## config.mk

```make
export PLATFORM = sky130hd
export DESIGN_NAME = annotation_color_to_label_unary_top_flat
export DESIGN_NICKNAME = d
export VERILOG_FILES = /design/src/hdl/acl_pkg.sv /design/src/hdl/acl_if.sv /design/src/hdl/acl_ctrl.sv /design/src/hdl/acl_dpath.sv /design/src/hdl/annotation_color_to_label_unary_top.sv /design/src/flat_wrapper.sv
export SDC_FILE = /design/constraint.sdc
export NUM_CORES = 1
export LEC_CHECK = 0
export BUFFER_PORTS_ARGS = -buffer_cell sky130_fd_sc_hd__buf_2
export CAP_MARGIN = 20
export CELL_PAD_IN_SITES_DETAIL_PLACEMENT = 1
export CELL_PAD_IN_SITES_GLOBAL_PLACEMENT = 1
export CORE_UTILIZATION = 40
export CTS_CLUSTER_SIZE = 25
export DETAILED_ROUTE_END_ITERATION = 10
export HOLD_SLACK_MARGIN = 0.12
export PLACE_DENSITY_LB_ADDON = 0.3
export SETUP_SLACK_MARGIN = 0.2
export SYNTH_ARGS = -nofsm -noshare
export SYNTH_HDL_FRONTEND = slang
export SYNTH_SLANG_ARGS = --single-unit
```

## constraint.sdc

```tcl
create_clock -name clk_i -period 8.2 [get_ports clk_i]
set_input_delay 1.23 -clock clk_i [delete_from_list [all_inputs] [get_ports clk_i]]
set_output_delay 1.23 -clock clk_i [all_outputs]
set_load 0.03 [all_outputs]
```

## src/hdl/acl_pkg.sv

```systemverilog
// ----------------------------------------------------------------------------
// acl_pkg
// Shared widths, register indexes, reset values and control types for the
// annotation color to label unary energy block.
// ----------------------------------------------------------------------------
package acl_pkg;

  // Field widths
  localparam int unsigned ByteW    = 8;
  localparam int unsigned ColorW   = 3 * ByteW;
  localparam int unsigned EnergyW  = 16;
  localparam int unsigned SlotW    = 4;
  localparam int unsigned LblCntW  = 5;
  localparam int unsigned CfgIdxW  = 4;
  localparam int unsigned CfgDataW = 16;

  // Hard cap on labels per pixel, set by the 4-bit label fields
  localparam int unsigned LabelCap = 16;

  // Configuration register indexes
  localparam logic [CfgIdxW-1:0] CfgNumLabels  = 4'd0;
  localparam logic [CfgIdxW-1:0] CfgUniformEn  = 4'd1;
  localparam logic [CfgIdxW-1:0] CfgOtherEn    = 4'd2;
  localparam logic [CfgIdxW-1:0] CfgOwnEn      = 4'd3;

  // Register reset values
  localparam logic [LblCntW-1:0] RstNumLabels = 5'd3;
  localparam logic [EnergyW-1:0] RstUniformEn = 16'd4500;
  localparam logic [EnergyW-1:0] RstOtherEn   = 16'd8517;
  localparam logic [EnergyW-1:0] RstOwnEn     = 16'd1178;

  // Controller states
  typedef enum logic [2:0] {
    StIdle   = 3'b001,
    StLookup = 3'b010,
    StEmit   = 3'b100
  } ctrl_state_e;

  // Controller to datapath commands
  typedef struct packed {
    logic capture;  // latch the incoming pixel
    logic lookup;   // search table, append, latch label
    logic step;     // one result transferred, advance label slot
  } acl_cmd_t;

  // Datapath to controller status
  typedef struct packed {
    logic last_slot;  // current result is the pixel's final one
  } acl_sts_t;

endpackage

```

## src/hdl/acl_if.sv

```systemverilog
// ----------------------------------------------------------------------------
// acl_if
// Valid/ready channel interfaces: pixel input, result output, config write.
// ----------------------------------------------------------------------------

// Annotation pixel channel
interface acl_pix_if;
  logic                         valid;
  logic                         ready;
  logic [acl_pkg::ByteW-1:0]    red;
  logic [acl_pkg::ByteW-1:0]    green;
  logic [acl_pkg::ByteW-1:0]    blue;
  logic                         end_of_image;

  modport source (output valid, red, green, blue, end_of_image, input ready);
  modport sink   (input valid, red, green, blue, end_of_image, output ready);
endinterface

// Per-label energy result channel
interface acl_res_if;
  logic                         valid;
  logic                         ready;
  logic [acl_pkg::SlotW-1:0]    label_slot;
  logic [acl_pkg::EnergyW-1:0]  energy;
  logic [acl_pkg::SlotW-1:0]    pixel_label;
  logic                         last_of_pixel;
  logic                         image_done;

  modport source (output valid, label_slot, energy, pixel_label, last_of_pixel,
                  image_done, input ready);
  modport sink   (input valid, label_slot, energy, pixel_label, last_of_pixel,
                  image_done, output ready);
endinterface

// Configuration register write channel
interface acl_cfg_if;
  logic                         valid;
  logic                         ready;
  logic [acl_pkg::CfgIdxW-1:0]  index;
  logic [acl_pkg::CfgDataW-1:0] data;

  modport source (output valid, index, data, input ready);
  modport sink   (input valid, index, data, output ready);
endinterface

```

## src/hdl/acl_ctrl.sv

```systemverilog
// ----------------------------------------------------------------------------
// acl_ctrl
// Sequencer: accepts a pixel, runs the lookup state, then walks the result
// transfers for every label before taking the next pixel.
// ----------------------------------------------------------------------------
module acl_ctrl import acl_pkg::*; (
  input  logic     clk_i,
  input  logic     rst_ni,
  input  logic     pix_valid_i,
  output logic     pix_ready_o,
  output logic     res_valid_o,
  input  logic     res_ready_i,
  input  acl_sts_t sts_i,
  output acl_cmd_t cmd_o
);

  ctrl_state_e state_q, state_d;

  // State register
  always_ff @(posedge clk_i or negedge rst_ni) begin
    if (!rst_ni) begin
      state_q <= StIdle;
    end else begin
      state_q <= state_d;
    end
  end

  // Next state
  always_comb begin
    state_d = state_q;
    unique case (state_q)
      StIdle: begin
        if (pix_valid_i) state_d = StLookup;
      end
      StLookup: begin
        state_d = StEmit;
      end
      StEmit: begin
        if (res_ready_i && sts_i.last_slot) state_d = StIdle;
      end
      default: begin
        state_d = StIdle;
      end
    endcase
  end

  // Handshakes and datapath commands
  assign pix_ready_o   = (state_q == StIdle);
  assign res_valid_o   = (state_q == StEmit);
  assign cmd_o.capture = pix_ready_o && pix_valid_i;
  assign cmd_o.lookup  = (state_q == StLookup);
  assign cmd_o.step    = res_valid_o && res_ready_i;

  // Checks
  a_no_overlap: assert property (@(posedge clk_i) disable iff (!rst_ni)
    !(pix_ready_o && res_valid_o))
    else $error("pixel accepted while results pending");

  a_accept_lookup: assert property (@(posedge clk_i) disable iff (!rst_ni)
    cmd_o.capture |=> (state_q == StLookup))
    else $error("accepted pixel not looked up next cycle");

  a_last_ends: assert property (@(posedge clk_i) disable iff (!rst_ni)
    (cmd_o.step && sts_i.last_slot) |=> pix_ready_o)
    else $error("final result transfer did not free the block");

endmodule

```

## src/hdl/acl_dpath.sv

```systemverilog
// ----------------------------------------------------------------------------
// acl_dpath
// Config registers, learned color table with fill count, parallel color
// match, label slot counter and result formatting.
// ----------------------------------------------------------------------------
module acl_dpath import acl_pkg::*; #(
  parameter int unsigned MAX_LABELS = 16
) (
  input  logic                clk_i,
  input  logic                rst_ni,
  input  logic                cfg_valid_i,
  input  logic [CfgIdxW-1:0]  cfg_index_i,
  input  logic [CfgDataW-1:0] cfg_data_i,
  input  logic [ByteW-1:0]    red_i,
  input  logic [ByteW-1:0]    green_i,
  input  logic [ByteW-1:0]    blue_i,
  input  logic                end_of_image_i,
  input  acl_cmd_t            cmd_i,
  output acl_sts_t            sts_o,
  output logic [SlotW-1:0]    label_slot_o,
  output logic [EnergyW-1:0]  energy_o,
  output logic [SlotW-1:0]    pixel_label_o,
  output logic                last_of_pixel_o,
  output logic                image_done_o
);

  // Only the first min(MAX_LABELS, LabelCap) entries can ever be filled
  localparam int unsigned TableDepth = (MAX_LABELS < LabelCap) ? MAX_LABELS : LabelCap;
  localparam int unsigned IdxW       = $clog2(TableDepth);
  localparam int unsigned HeldW      = $clog2(TableDepth + 1);

  logic [LblCntW-1:0]    num_labels_q;
  logic [EnergyW-1:0]    uniform_en_q, other_en_q, own_en_q;
  logic [ColorW-1:0]     color_q;
  logic                  eoi_q;
  logic [ColorW-1:0]     table_q [TableDepth];
  logic [HeldW-1:0]      held_q;
  logic [IdxW-1:0]       idx_q, idx_d, hit_idx;
  logic                  annot_q, annot_d;
  logic [SlotW-1:0]      slot_q;
  logic [LblCntW-1:0]    eff_labels;
  logic [SlotW-1:0]      last_slot;
  logic [TableDepth-1:0] hit;
  logic                  found, room, append, color_nz;

  // Configuration registers
  always_ff @(posedge clk_i or negedge rst_ni) begin
    if (!rst_ni) begin
      num_labels_q <= RstNumLabels;
      uniform_en_q <= RstUniformEn;
      other_en_q   <= RstOtherEn;
      own_en_q     <= RstOwnEn;
    end else if (cfg_valid_i) begin
      unique case (cfg_index_i)
        CfgNumLabels: num_labels_q <= cfg_data_i[LblCntW-1:0];
        CfgUniformEn: uniform_en_q <= cfg_data_i;
        CfgOtherEn:   other_en_q   <= cfg_data_i;
        CfgOwnEn:     own_en_q     <= cfg_data_i;
        default: ;
      endcase
    end
  end

  // Label count clamped to [2, TableDepth]
  always_comb begin
    if (num_labels_q < LblCntW'(2)) begin
      eff_labels = LblCntW'(2);
    end else if (num_labels_q > LblCntW'(TableDepth)) begin
      eff_labels = LblCntW'(TableDepth);
    end else begin
      eff_labels = num_labels_q;
    end
  end
  assign last_slot = SlotW'(eff_labels - LblCntW'(1));

  // Pixel capture
  always_ff @(posedge clk_i) begin
    if (cmd_i.capture) begin
      color_q <= {blue_i, green_i, red_i};
      eoi_q   <= end_of_image_i;
    end
  end

  // Match against filled entries; lowest index wins
  always_comb begin
    hit_idx = '0;
    for (int j = 0; j < TableDepth; j++) begin
      hit[j] = (HeldW'(j) < held_q) && (table_q[j] == color_q);
    end
    for (int j = TableDepth - 1; j >= 0; j--) begin
      if (hit[j]) hit_idx = IdxW'(j);
    end
  end

  assign color_nz = |color_q;
  assign found    = |hit;
  assign room     = LblCntW'(held_q) < eff_labels;
  assign append   = color_nz && !found && room;
  assign annot_d  = color_nz && (found ? (LblCntW'(hit_idx) < eff_labels) : room);
  assign idx_d    = found ? hit_idx : held_q[IdxW-1:0];

  // Fill count
  always_ff @(posedge clk_i or negedge rst_ni) begin
    if (!rst_ni) begin
      held_q <= '0;
    end else if (cmd_i.lookup && append) begin
      held_q <= held_q + HeldW'(1);
    end
  end

  // Color table, appended at the fill count
  always_ff @(posedge clk_i) begin
    if (cmd_i.lookup && append) begin
      table_q[held_q[IdxW-1:0]] <= color_q;
    end
  end

  // Lookup outcome
  always_ff @(posedge clk_i) begin
    if (cmd_i.lookup) begin
      idx_q   <= idx_d;
      annot_q <= annot_d;
    end
  end

  // Label slot counter
  always_ff @(posedge clk_i or negedge rst_ni) begin
    if (!rst_ni) begin
      slot_q <= '0;
    end else if (cmd_i.lookup) begin
      slot_q <= '0;
    end else if (cmd_i.step) begin
      slot_q <= slot_q + SlotW'(1);
    end
  end

  // Result formatting
  always_comb begin
    if (!annot_q) begin
      energy_o = uniform_en_q;
    end else if (slot_q == SlotW'(idx_q)) begin
      energy_o = own_en_q;
    end else begin
      energy_o = other_en_q;
    end
  end

  assign label_slot_o    = slot_q;
  assign pixel_label_o   = annot_q ? SlotW'(idx_q) : '0;
  assign last_of_pixel_o = (slot_q == last_slot);
  assign image_done_o    = last_of_pixel_o && eoi_q;
  assign sts_o.last_slot = last_of_pixel_o;

  // Checks
  a_held_bound: assert property (@(posedge clk_i) disable iff (!rst_ni)
    LblCntW'(held_q) <= LblCntW'(TableDepth))
    else $error("fill count beyond table depth");

  a_slot_bound: assert property (@(posedge clk_i) disable iff (!rst_ni)
    cmd_i.step |-> (slot_q <= last_slot))
    else $error("label slot past label count");

  a_append_count: assert property (@(posedge clk_i) disable iff (!rst_ni)
    (cmd_i.lookup && append) |=> (held_q == $past(held_q) + HeldW'(1)))
    else $error("append did not bump fill count");

endmodule

```

## src/hdl/annotation_color_to_label_unary_top.sv

```systemverilog
// Flow: a pixel transfer is followed by the table lookup state, then the
//   emit state offers N results, N = num_labels clamped to
//   [2, min(MAX_LABELS, 16)], one result transfer per cycle while the
//   output is ready. The next pixel is taken only after the last result.
// Reset: config registers return to defaults and the fill count clears;
//   the color table holds no data until appended. No clearing pass.
// ----------------------------------------------------------------------------
// annotation_color_to_label_unary_top
// Maps annotation pixel colors to learned labels and emits per-label
// unary energies, one result per label.
// ----------------------------------------------------------------------------
module annotation_color_to_label_unary_top import acl_pkg::*; #(
  parameter int unsigned MAX_LABELS = 16
) (
  input  logic       clk_i,
  input  logic       rst_ni,
  acl_pix_if.sink    pix_i,
  acl_res_if.source  res_o,
  acl_cfg_if.sink    cfg_i
);

  acl_cmd_t cmd;
  acl_sts_t sts;

  // Config writes are always taken
  assign cfg_i.ready = 1'b1;

  acl_ctrl u_ctrl (
    .clk_i       (clk_i),
    .rst_ni      (rst_ni),
    .pix_valid_i (pix_i.valid),
    .pix_ready_o (pix_i.ready),
    .res_valid_o (res_o.valid),
    .res_ready_i (res_o.ready),
    .sts_i       (sts),
    .cmd_o       (cmd)
  );

  acl_dpath #(
    .MAX_LABELS (MAX_LABELS)
  ) u_dpath (
    .clk_i           (clk_i),
    .rst_ni          (rst_ni),
    .cfg_valid_i     (cfg_i.valid),
    .cfg_index_i     (cfg_i.index),
    .cfg_data_i      (cfg_i.data),
    .red_i           (pix_i.red),
    .green_i         (pix_i.green),
    .blue_i          (pix_i.blue),
    .end_of_image_i  (pix_i.end_of_image),
    .cmd_i           (cmd),
    .sts_o           (sts),
    .label_slot_o    (res_o.label_slot),
    .energy_o        (res_o.energy),
    .pixel_label_o   (res_o.pixel_label),
    .last_of_pixel_o (res_o.last_of_pixel),
    .image_done_o    (res_o.image_done)
  );

endmodule

```

## src/flat_wrapper.sv

```systemverilog
// flat-port wrapper written by rule: the top's interface ports become plain ports
module annotation_color_to_label_unary_top_flat import acl_pkg::*;
#(
  parameter int unsigned MAX_LABELS = 16
)
  (clk_i, rst_ni, pix_i_valid, pix_i_red, pix_i_green, pix_i_blue, pix_i_end_of_image, pix_i_ready, res_o_valid, res_o_label_slot, res_o_energy, res_o_pixel_label, res_o_last_of_pixel, res_o_image_done, res_o_ready, cfg_i_valid, cfg_i_index, cfg_i_data, cfg_i_ready);
  acl_pix_if pix_i_i ();
  acl_res_if res_o_i ();
  acl_cfg_if cfg_i_i ();
  input  logic clk_i;
  input  logic rst_ni;
  input wire logic [$bits(pix_i_i.valid)-1:0] pix_i_valid;
  input wire logic [$bits(pix_i_i.red)-1:0] pix_i_red;
  input wire logic [$bits(pix_i_i.green)-1:0] pix_i_green;
  input wire logic [$bits(pix_i_i.blue)-1:0] pix_i_blue;
  input wire logic [$bits(pix_i_i.end_of_image)-1:0] pix_i_end_of_image;
  output wire logic [$bits(pix_i_i.ready)-1:0] pix_i_ready;
  output wire logic [$bits(res_o_i.valid)-1:0] res_o_valid;
  output wire logic [$bits(res_o_i.label_slot)-1:0] res_o_label_slot;
  output wire logic [$bits(res_o_i.energy)-1:0] res_o_energy;
  output wire logic [$bits(res_o_i.pixel_label)-1:0] res_o_pixel_label;
  output wire logic [$bits(res_o_i.last_of_pixel)-1:0] res_o_last_of_pixel;
  output wire logic [$bits(res_o_i.image_done)-1:0] res_o_image_done;
  input wire logic [$bits(res_o_i.ready)-1:0] res_o_ready;
  input wire logic [$bits(cfg_i_i.valid)-1:0] cfg_i_valid;
  input wire logic [$bits(cfg_i_i.index)-1:0] cfg_i_index;
  input wire logic [$bits(cfg_i_i.data)-1:0] cfg_i_data;
  output wire logic [$bits(cfg_i_i.ready)-1:0] cfg_i_ready;
  assign pix_i_i.valid = pix_i_valid;
  assign pix_i_i.red = pix_i_red;
  assign pix_i_i.green = pix_i_green;
  assign pix_i_i.blue = pix_i_blue;
  assign pix_i_i.end_of_image = pix_i_end_of_image;
  assign pix_i_ready = pix_i_i.ready;
  assign res_o_valid = res_o_i.valid;
  assign res_o_label_slot = res_o_i.label_slot;
  assign res_o_energy = res_o_i.energy;
  assign res_o_pixel_label = res_o_i.pixel_label;
  assign res_o_last_of_pixel = res_o_i.last_of_pixel;
  assign res_o_image_done = res_o_i.image_done;
  assign res_o_i.ready = res_o_ready;
  assign cfg_i_i.valid = cfg_i_valid;
  assign cfg_i_i.index = cfg_i_index;
  assign cfg_i_i.data = cfg_i_data;
  assign cfg_i_ready = cfg_i_i.ready;
  annotation_color_to_label_unary_top #(.MAX_LABELS(MAX_LABELS)) u_core (.clk_i(clk_i), .rst_ni(rst_ni), .pix_i(pix_i_i), .res_o(res_o_i), .cfg_i(cfg_i_i));
endmodule
```

==> impl_metrics.json, run 1 <==
{
  "status": "completed",
  "nNetsFinal": 1668,
  "fin_crit_ns": 4.89,
  "wl_um": 57400,
  "synth_cell_types": 58,
  "avgSynthCellArea_um2": 14.5,
  "syn2layout_area_growth_pct": 13.3,
  "crit_chain": "buf_4 > nand2_1 > or4_1 > nand4b_1 > nor3_2 > nor4b_2 > nand4b_2 > nor2_2 > and4b_1",
  "ios": 79,
  "drive_above_1_share_pct": 16.3,
  "period_share_pct": 59.6,
  "crit_path_top_delay_cell": "and4b_1",
  "post-route-cell-area_um2": 24700,
  "io_buffer_count": 77,
  "power_density_nw_per_um2": 276,
  "drt-initial-drc-count": 966,
  "synth_ff_type": "edfxtp_1",
  "std_cell_rows": 85,
  "yosys_warnings": 0,
  "worstPathMaxFanout": 24,
  "die_x_um": 235,
  "netlist.area_leader.share_pct": 57.1,
  "slew_headroom_pct": 26.0,
  "worstPathRequired_ns": 8.42,
  "synth_area_leaders": "edfxtp_1, xor2_1, xnor2_1, dfrtp_1, mux2_2",
  "vias": 13000,
  "die_area_um2": 55400,
  "fillers": 5337,
  "grt_overflow_total": 0,
  "die_h_um": 235,
  "cts_tree": "yes",
  "syn-cell-area_um2": 21800,
  "hpwl_um": 33500,
  "root_buffer": "clkbuf_16",
  "first_pass_iters": 5,
  "synth-seq-area-share_pct": 64.6,
  "synth-seq-cells": 479,
  "leakage_uw": 0.00819,
  "final_core_util_pct": 45.9,
  "h-tree-depth": 2,
  "worst_ir_drop_vdd_v": 0.000184,
  "synth_edf_count": 414,
  "dp.cells": 2239,
  "synthMostInstantiatedCell": "edfxtp_1",
  "fin_tns_setup_ns": 0,
  "grt_pass1_wl_um": 87300,
  "ys_top_cells_by_count": "edfxtp_1, xor2_1, xnor2_1, nand4_1, nor4_1",
  "drc": 0,
  "postCtsSetupBuffers": 0,
  "rsz0062_at_grt": "false",
  "core_area_um2": 53800,
  "grt_pass1_vias": 13900,
  "via_per_inst": 5.53,
  "worstMarginPinSlew_ns": 1.11,
  "clock.fmax_ghz": 0.205,
  "cts_buffers": 51,
  "start_util_pct": 40.5,
  "cts_resized": 0,
  "hold_buffers": 0,
  "synthArstFlopShare_pct": 13.6,
  "cts_sinks": 479,
  "ant_nets": 0,
  "critPathMaxStageDelay_ns": 1.08,
  "clk_path_buf_depth": 3,
  "syn_nets": 1564,
  "cp-end-kind": "register",
  "grt_use_total_pct": 20.8,
  "maxCapViolations": 0,
  "power_uw": 6800,
  "gp_congestion": 0.842,
  "start_kind": "register",
  "fin_cells": 2344,
  "finClkSkew_ns": 0.0249,
  "arrival_ns": 5.10,
  "worstSetupPathType": "reg2reg",
  "grt_max_degree": 66,
  "syn_inst": 1501,
  "clk_pin_slew_ns": 0.06,
  "finalSetupViolCount": 0,
  "slew_viol_final": 0,
  "yosysTopAreaCell": "edfxtp_1",
  "min_path_type": "reg2reg",
  "clock_latency_ns": 0.62,
  "placed_cell_area_um2": 22900,
  "wire_per_inst_um": 24.5,
  "antenna_found_initial": 0,
  "hold_viol": 0
}
==> registers in the layout, indices dropped and copies added (netlist names) <==
register	flops
u_core.u_dpath.label_slot_o	4
u_core.u_dpath.eoi_q	1
u_core.u_dpath.table_q	384
u_core.u_dpath.num_labels_q	5
u_core.u_dpath.color_q	24
u_core.u_dpath.idx_q	4
u_core.u_dpath.held_q	5
u_core.u_dpath.annot_q	1
u_core.u_dpath.uniform_en_q	16
u_core.u_dpath.own_en_q	16
u_core.u_dpath.other_en_q	16
u_core.u_ctrl.state_q	3
==> worst paths after layout <==
| check | endpoint | cells past startpoint | slack (ns) | start |
|---|---|---|---|---|
| setup / recovery | u_core.u_dpath.table_q[10][3] | 9 | 3.31 | u_core.u_dpath.held_q[2] |
| hold / removal | u_core.u_dpath.own_en_q[15] | 1 | 0.50 | u_core.u_dpath.own_en_q[15] |
| setup reg to reg | u_core.u_dpath.table_q[10][3] | 9 | 3.31 | u_core.u_dpath.held_q[2] |
| hold reg to reg | u_core.u_dpath.own_en_q[15] | 1 | 0.50 | u_core.u_dpath.own_en_q[15] |
| max in group asynchronous | u_core.u_dpath.own_en_q[13] | 2 | 6.80 | rst_ni |
| min in group asynchronous | u_core.u_ctrl.state_q[1] | 2 | 0.81 | rst_ni |
==> layout by cell type, fill, tap and decap left out, drive strengths merged, types with 47 or more instances in the layout <==
cell,n
edfxtp,414
clkbuf,64
mux2,52
nor2,61
nand4,86
nand2,48
nor4,86
buf,119
xor2,206
xnor2,195
dfrtp,47
==> cells by family (layout without fill, tap and decap cells) <==
family,Yosys count,count (layout),share of synthesized area [%]
flip-flops,479,479,64.6
AND/OR/NAND/NOR,398,398,10.8
buffers and inverters,73,219,2.15
adder cells (fa/ha/maj),13,13,0.747
XOR/XNOR,401,401,16.1
multiplexers,70,70,3.52
AO/OA/AOI/OAI,66,66,1.98
other,1,2,0.0172
==> power breakdown <==
part           switching (uW)  internal, uW
sequential                130          2920
combinational            1040           471
clock                     972          1270
==> stage by stage <==
stage               hold slack (ns)  setup WS, ns
CTS                           0.510          3.27
global route                  0.525          3.10
finish                        0.505          3.31
detailed placement            0.495          3.33
global placement              0.487          3.46
floorplan                     0.479          3.12
==> routing by layer <==
layer | share of wire, % | GRT usage (%)
met1 | 45 | 28.7
met3 | 4.7 | 2.67
met2 | 48 | 34.9
met4 | 1.8 | 5.05
met5 | 0 | 0
==> area by class of cell <==
cell class | count | area, um2 | share of cell area (%)
well taps | 696 | 871 | 3.53
diodes | 1 | 2.50 | 0.0101
flip-flops and latches | 479 | 14100 | 57.1
clock buffers | 64 | 1330 | 5.37
inverters | 5 | 18.8 | 0.0761
multi-input cells | 949 | 7280 | 29.5
repair buffers | 119 | 818 | 3.32
clock inverters | 31 | 278 | 1.13
==> critical path: cells and delay by family, from the launching register on <==
family / cells / cell delay (ns)
buf+inv: 1 / 0.39
flops: 1 / 0.76
simple gates: 8 / 3.33
Power figures use the tool's default switching activity.
==> run 2, diff against run 1 <==
- ABC_AREA: not set -> 1
- clock period: 8.2 -> 5.07 ns (I/O delays scaled with it)
==> run 2 against run 1 <==
Compared with the run above:
- first-iteration DRC count grew 57%
- total power grew 76%
- clock skew grew 0.0070 ns
- maximum frequency grew 17%
- clock power grew 68%
- utilization grew 0.28 points
- final cell count grew 35%
- synthesized cell count grew 49%
- sequential power grew 64%
- register-to-register slack lost 2.4 ns
- combinational power grew 110%
- critical path type unchanged
- largest cell class unchanged
==> impl_metrics.json, run 2 <==
{
  "gp_congestion": 0.963,
  "cts_buffers": 54,
  "grt_overflow_total": 0,
  "cp-end-kind": "register",
  "synthMostInstantiatedCell": "nand2_1",
  "start_util_pct": 40.5,
  "grt_max_degree": 54,
  "worstPathMaxFanout": 19,
  "io_buffer_count": 77,
  "cts_resized": 0,
  "grt_pass1_wl_um": 117000,
  "seq_area_um2": 14100,
  "die_h_um": 244,
  "cts_sinks": 479,
  "power_uw": 12000,
  "synth-seq-cells": 479,
  "synthArstFlopShare_pct": 13.6,
  "synth_ff_type": "edfxtp_1",
  "syn_nets": 2293,
  "drc": 0,
  "worstSetupPathType": "reg2reg",
  "maxCapViolations": 0,
  "finalSetupViolCount": 0,
  "drt-initial-drc-count": 1519,
  "grt_use_total_pct": 26.6,
  "vias": 17600,
  "first_pass_iters": 5,
  "netlist.area_leader.share_pct": 53.1,
  "leakage_uw": 0.0103,
  "postCtsSetupBuffers": 0,
  "ant_nets": 0,
  "crit_start": "u_core.u_dpath.color_q[16]",
  "synth_area_leaders": "edfxtp_1, nand2_1, dfrtp_1, xor2_1, xnor2_1",
  "fin_tns_setup_ns": 0,
  "synth_edf_count": 414,
  "mostFrequentLayoutCell": "nand2_1",
  "worstPathRequired_ns": 5.57,
  "layout_common_cells": "nand2_1, edfxtp_1, inv_1, nor2_1, xor2_1",
  "hpwl_um": 53200,
  "clock.fmax_ghz": 0.239,
  "worst_ir_drop_vdd_v": 0.000501,
  "wl_um": 78700,
  "antenna_found_initial": 4,
  "fillers": 6349,
  "avgSynthCellArea_um2": 10.5,
  "rsz0062_at_grt": "false",
  "arrival_ns": 4.68,
  "worstMarginPinSlew_ns": 0.871,
  "largest_register_ffs": 384,
  "multiInputGateArea_um2": 8270,
  "clk_path_buf_depth": 3,
  "grt_pass1_vias": 18500,
  "clock_latency_ns": 0.63,
  "hold_viol": 0,
  "syn_inst": 2230,
  "synth_cell_types": 47,
  "ios": 79,
  "cts_tree": "yes",
  "via_per_inst": 5.56,
  "slew_viol_final": 0,
  "h-tree-depth": 2,
  "slew_headroom_pct": 41.4,
  "worstHoldStart": "pix_i_blue[4]",
  "root_buffer": "clkbuf_16",
  "clk_pin_slew_ns": 0.07,
  "wire_per_inst_um": 24.8,
  "ys_top_cells_by_count": "nand2_1, edfxtp_1, nor2_1, inv_1, xor2_1",
  "power_density_nw_per_um2": 449,
  "start_kind": "register",
  "final_core_util_pct": 46.1,
  "min_path_type": "in2reg",
  "synth-seq-area-share_pct": 60.2,
  "core_area_um2": 57800,
  "drive_above_1_share_pct": 15.2,
  "syn-cell-area_um2": 23400,
  "status": "completed",
  "rr_startpoint": "u_core.u_dpath.color_q[16]",
  "die_x_um": 244,
  "die_area_um2": 59500,
  "yosys_warnings": 0,
  "period_share_pct": 82.6,
  "std_cell_rows": 88,
  "nNetsFinal": 2422,
  "yosysTopAreaCell": "edfxtp_1",
  "syn2layout_area_growth_pct": 13.9,
  "finClkSkew_ns": 0.0319,
  "fin_crit_ns": 4.19
}
-- run 2: kinds of logic (layout without fill, tap and decap cells) --
logic type	after synthesis	count (layout)	synth area share, %
compound gates	154	154	3.74
xor+xnor	239	239	8.94
fa+ha+maj	13	13	0.695
buf+inv	260	434	4.75
flops	479	479	60.2
other cells	1	2	0.0160
simple gates	1084	1084	21.7
-- run 2: cell type report --
cell class                 instances  area share (%)
clock buffer                      70            5.45
tap                              765            3.59
multi-input combinational       1491            31.0
inverter                         184            2.59
antenna                            1         0.00938
clock inverter                    31           0.840
timing repair buffer             149            3.73
sequential                       479            52.8
-- run 2: where the power goes --
| group | internal, uW | switching, uW |
|---|---|---|
| logic | 867 | 2350 |
| registers | 4750 | 241 |
| clock network | 2130 | 1650 |
| total | 7740 | 4240 |
-- run 2: final timing paths --
| path | depth (start not counted) | slack, ns | to |
|---|---|---|---|
| worst min-delay path | 1 | 0.31 | u_core.u_dpath.color_q[20] |
| worst max-delay path | 16 | 0.88 | u_core.u_dpath.annot_q |
| worst min register to register | 2 | 0.48 | u_core.u_dpath.own_en_q[6] |
| max in group asynchronous | 3 | 3.44 | u_core.u_dpath.other_en_q[4] |
| min in group asynchronous | 2 | 0.59 | u_core.u_dpath.own_en_q[9] |
| worst max register to register | 16 | 0.88 | u_core.u_dpath.annot_q |
-- run 2: timing repair --
item | 4_1_cts | 5_1_grt
setup endpoints to repair | 0 | 0
endpoints found under the hold margin | 7 | 0
hold buffers | 1 | 0
-- run 2: layer usage --
layer / GRT usage (%) / vias to the layer above / share of wire [%]
met3: 3.70 / 176 / 6.3
met5: 0 / - / 0
met2: 43.1 / 628 / 46
li1: - / 7940 / -
met4: 11.9 / 0 / 4.7
met1: 35.6 / 8876 / 42
-- run 2: worst max-delay path, cell delays in order (launching register included) --
cell,delay (ns)
edfxtp_1,0.79
buf_4,0.51
xor2_1,0.14
inv_1,0.12
nand4_1,0.15
nor4_1,0.66
a41oi_1,0.29
nand3_1,0.22
a31oi_1,0.12
ha_1,0.35
a21oi_1,0.14
nor2_1,0.05
o21ai_0,0.15
nand2_1,0.07
a21oi_1,0.14
nand2_1,0.07
nand2_1,0.06
-- run 2: per-stage QoR --
stage                     instance area, um2  hold slack (ns)  std cells  setup WS (ns)
after floorplan                        23400            0.453       2230          0.896
after global placement                 24900            0.466       3065          0.960
after detailed placement               25000            0.474       3066          0.986
after CTS                              26700            0.287       3168          0.886
after global routing                   26700            0.288       3169          0.710
final                                  26700            0.309       3170          0.883
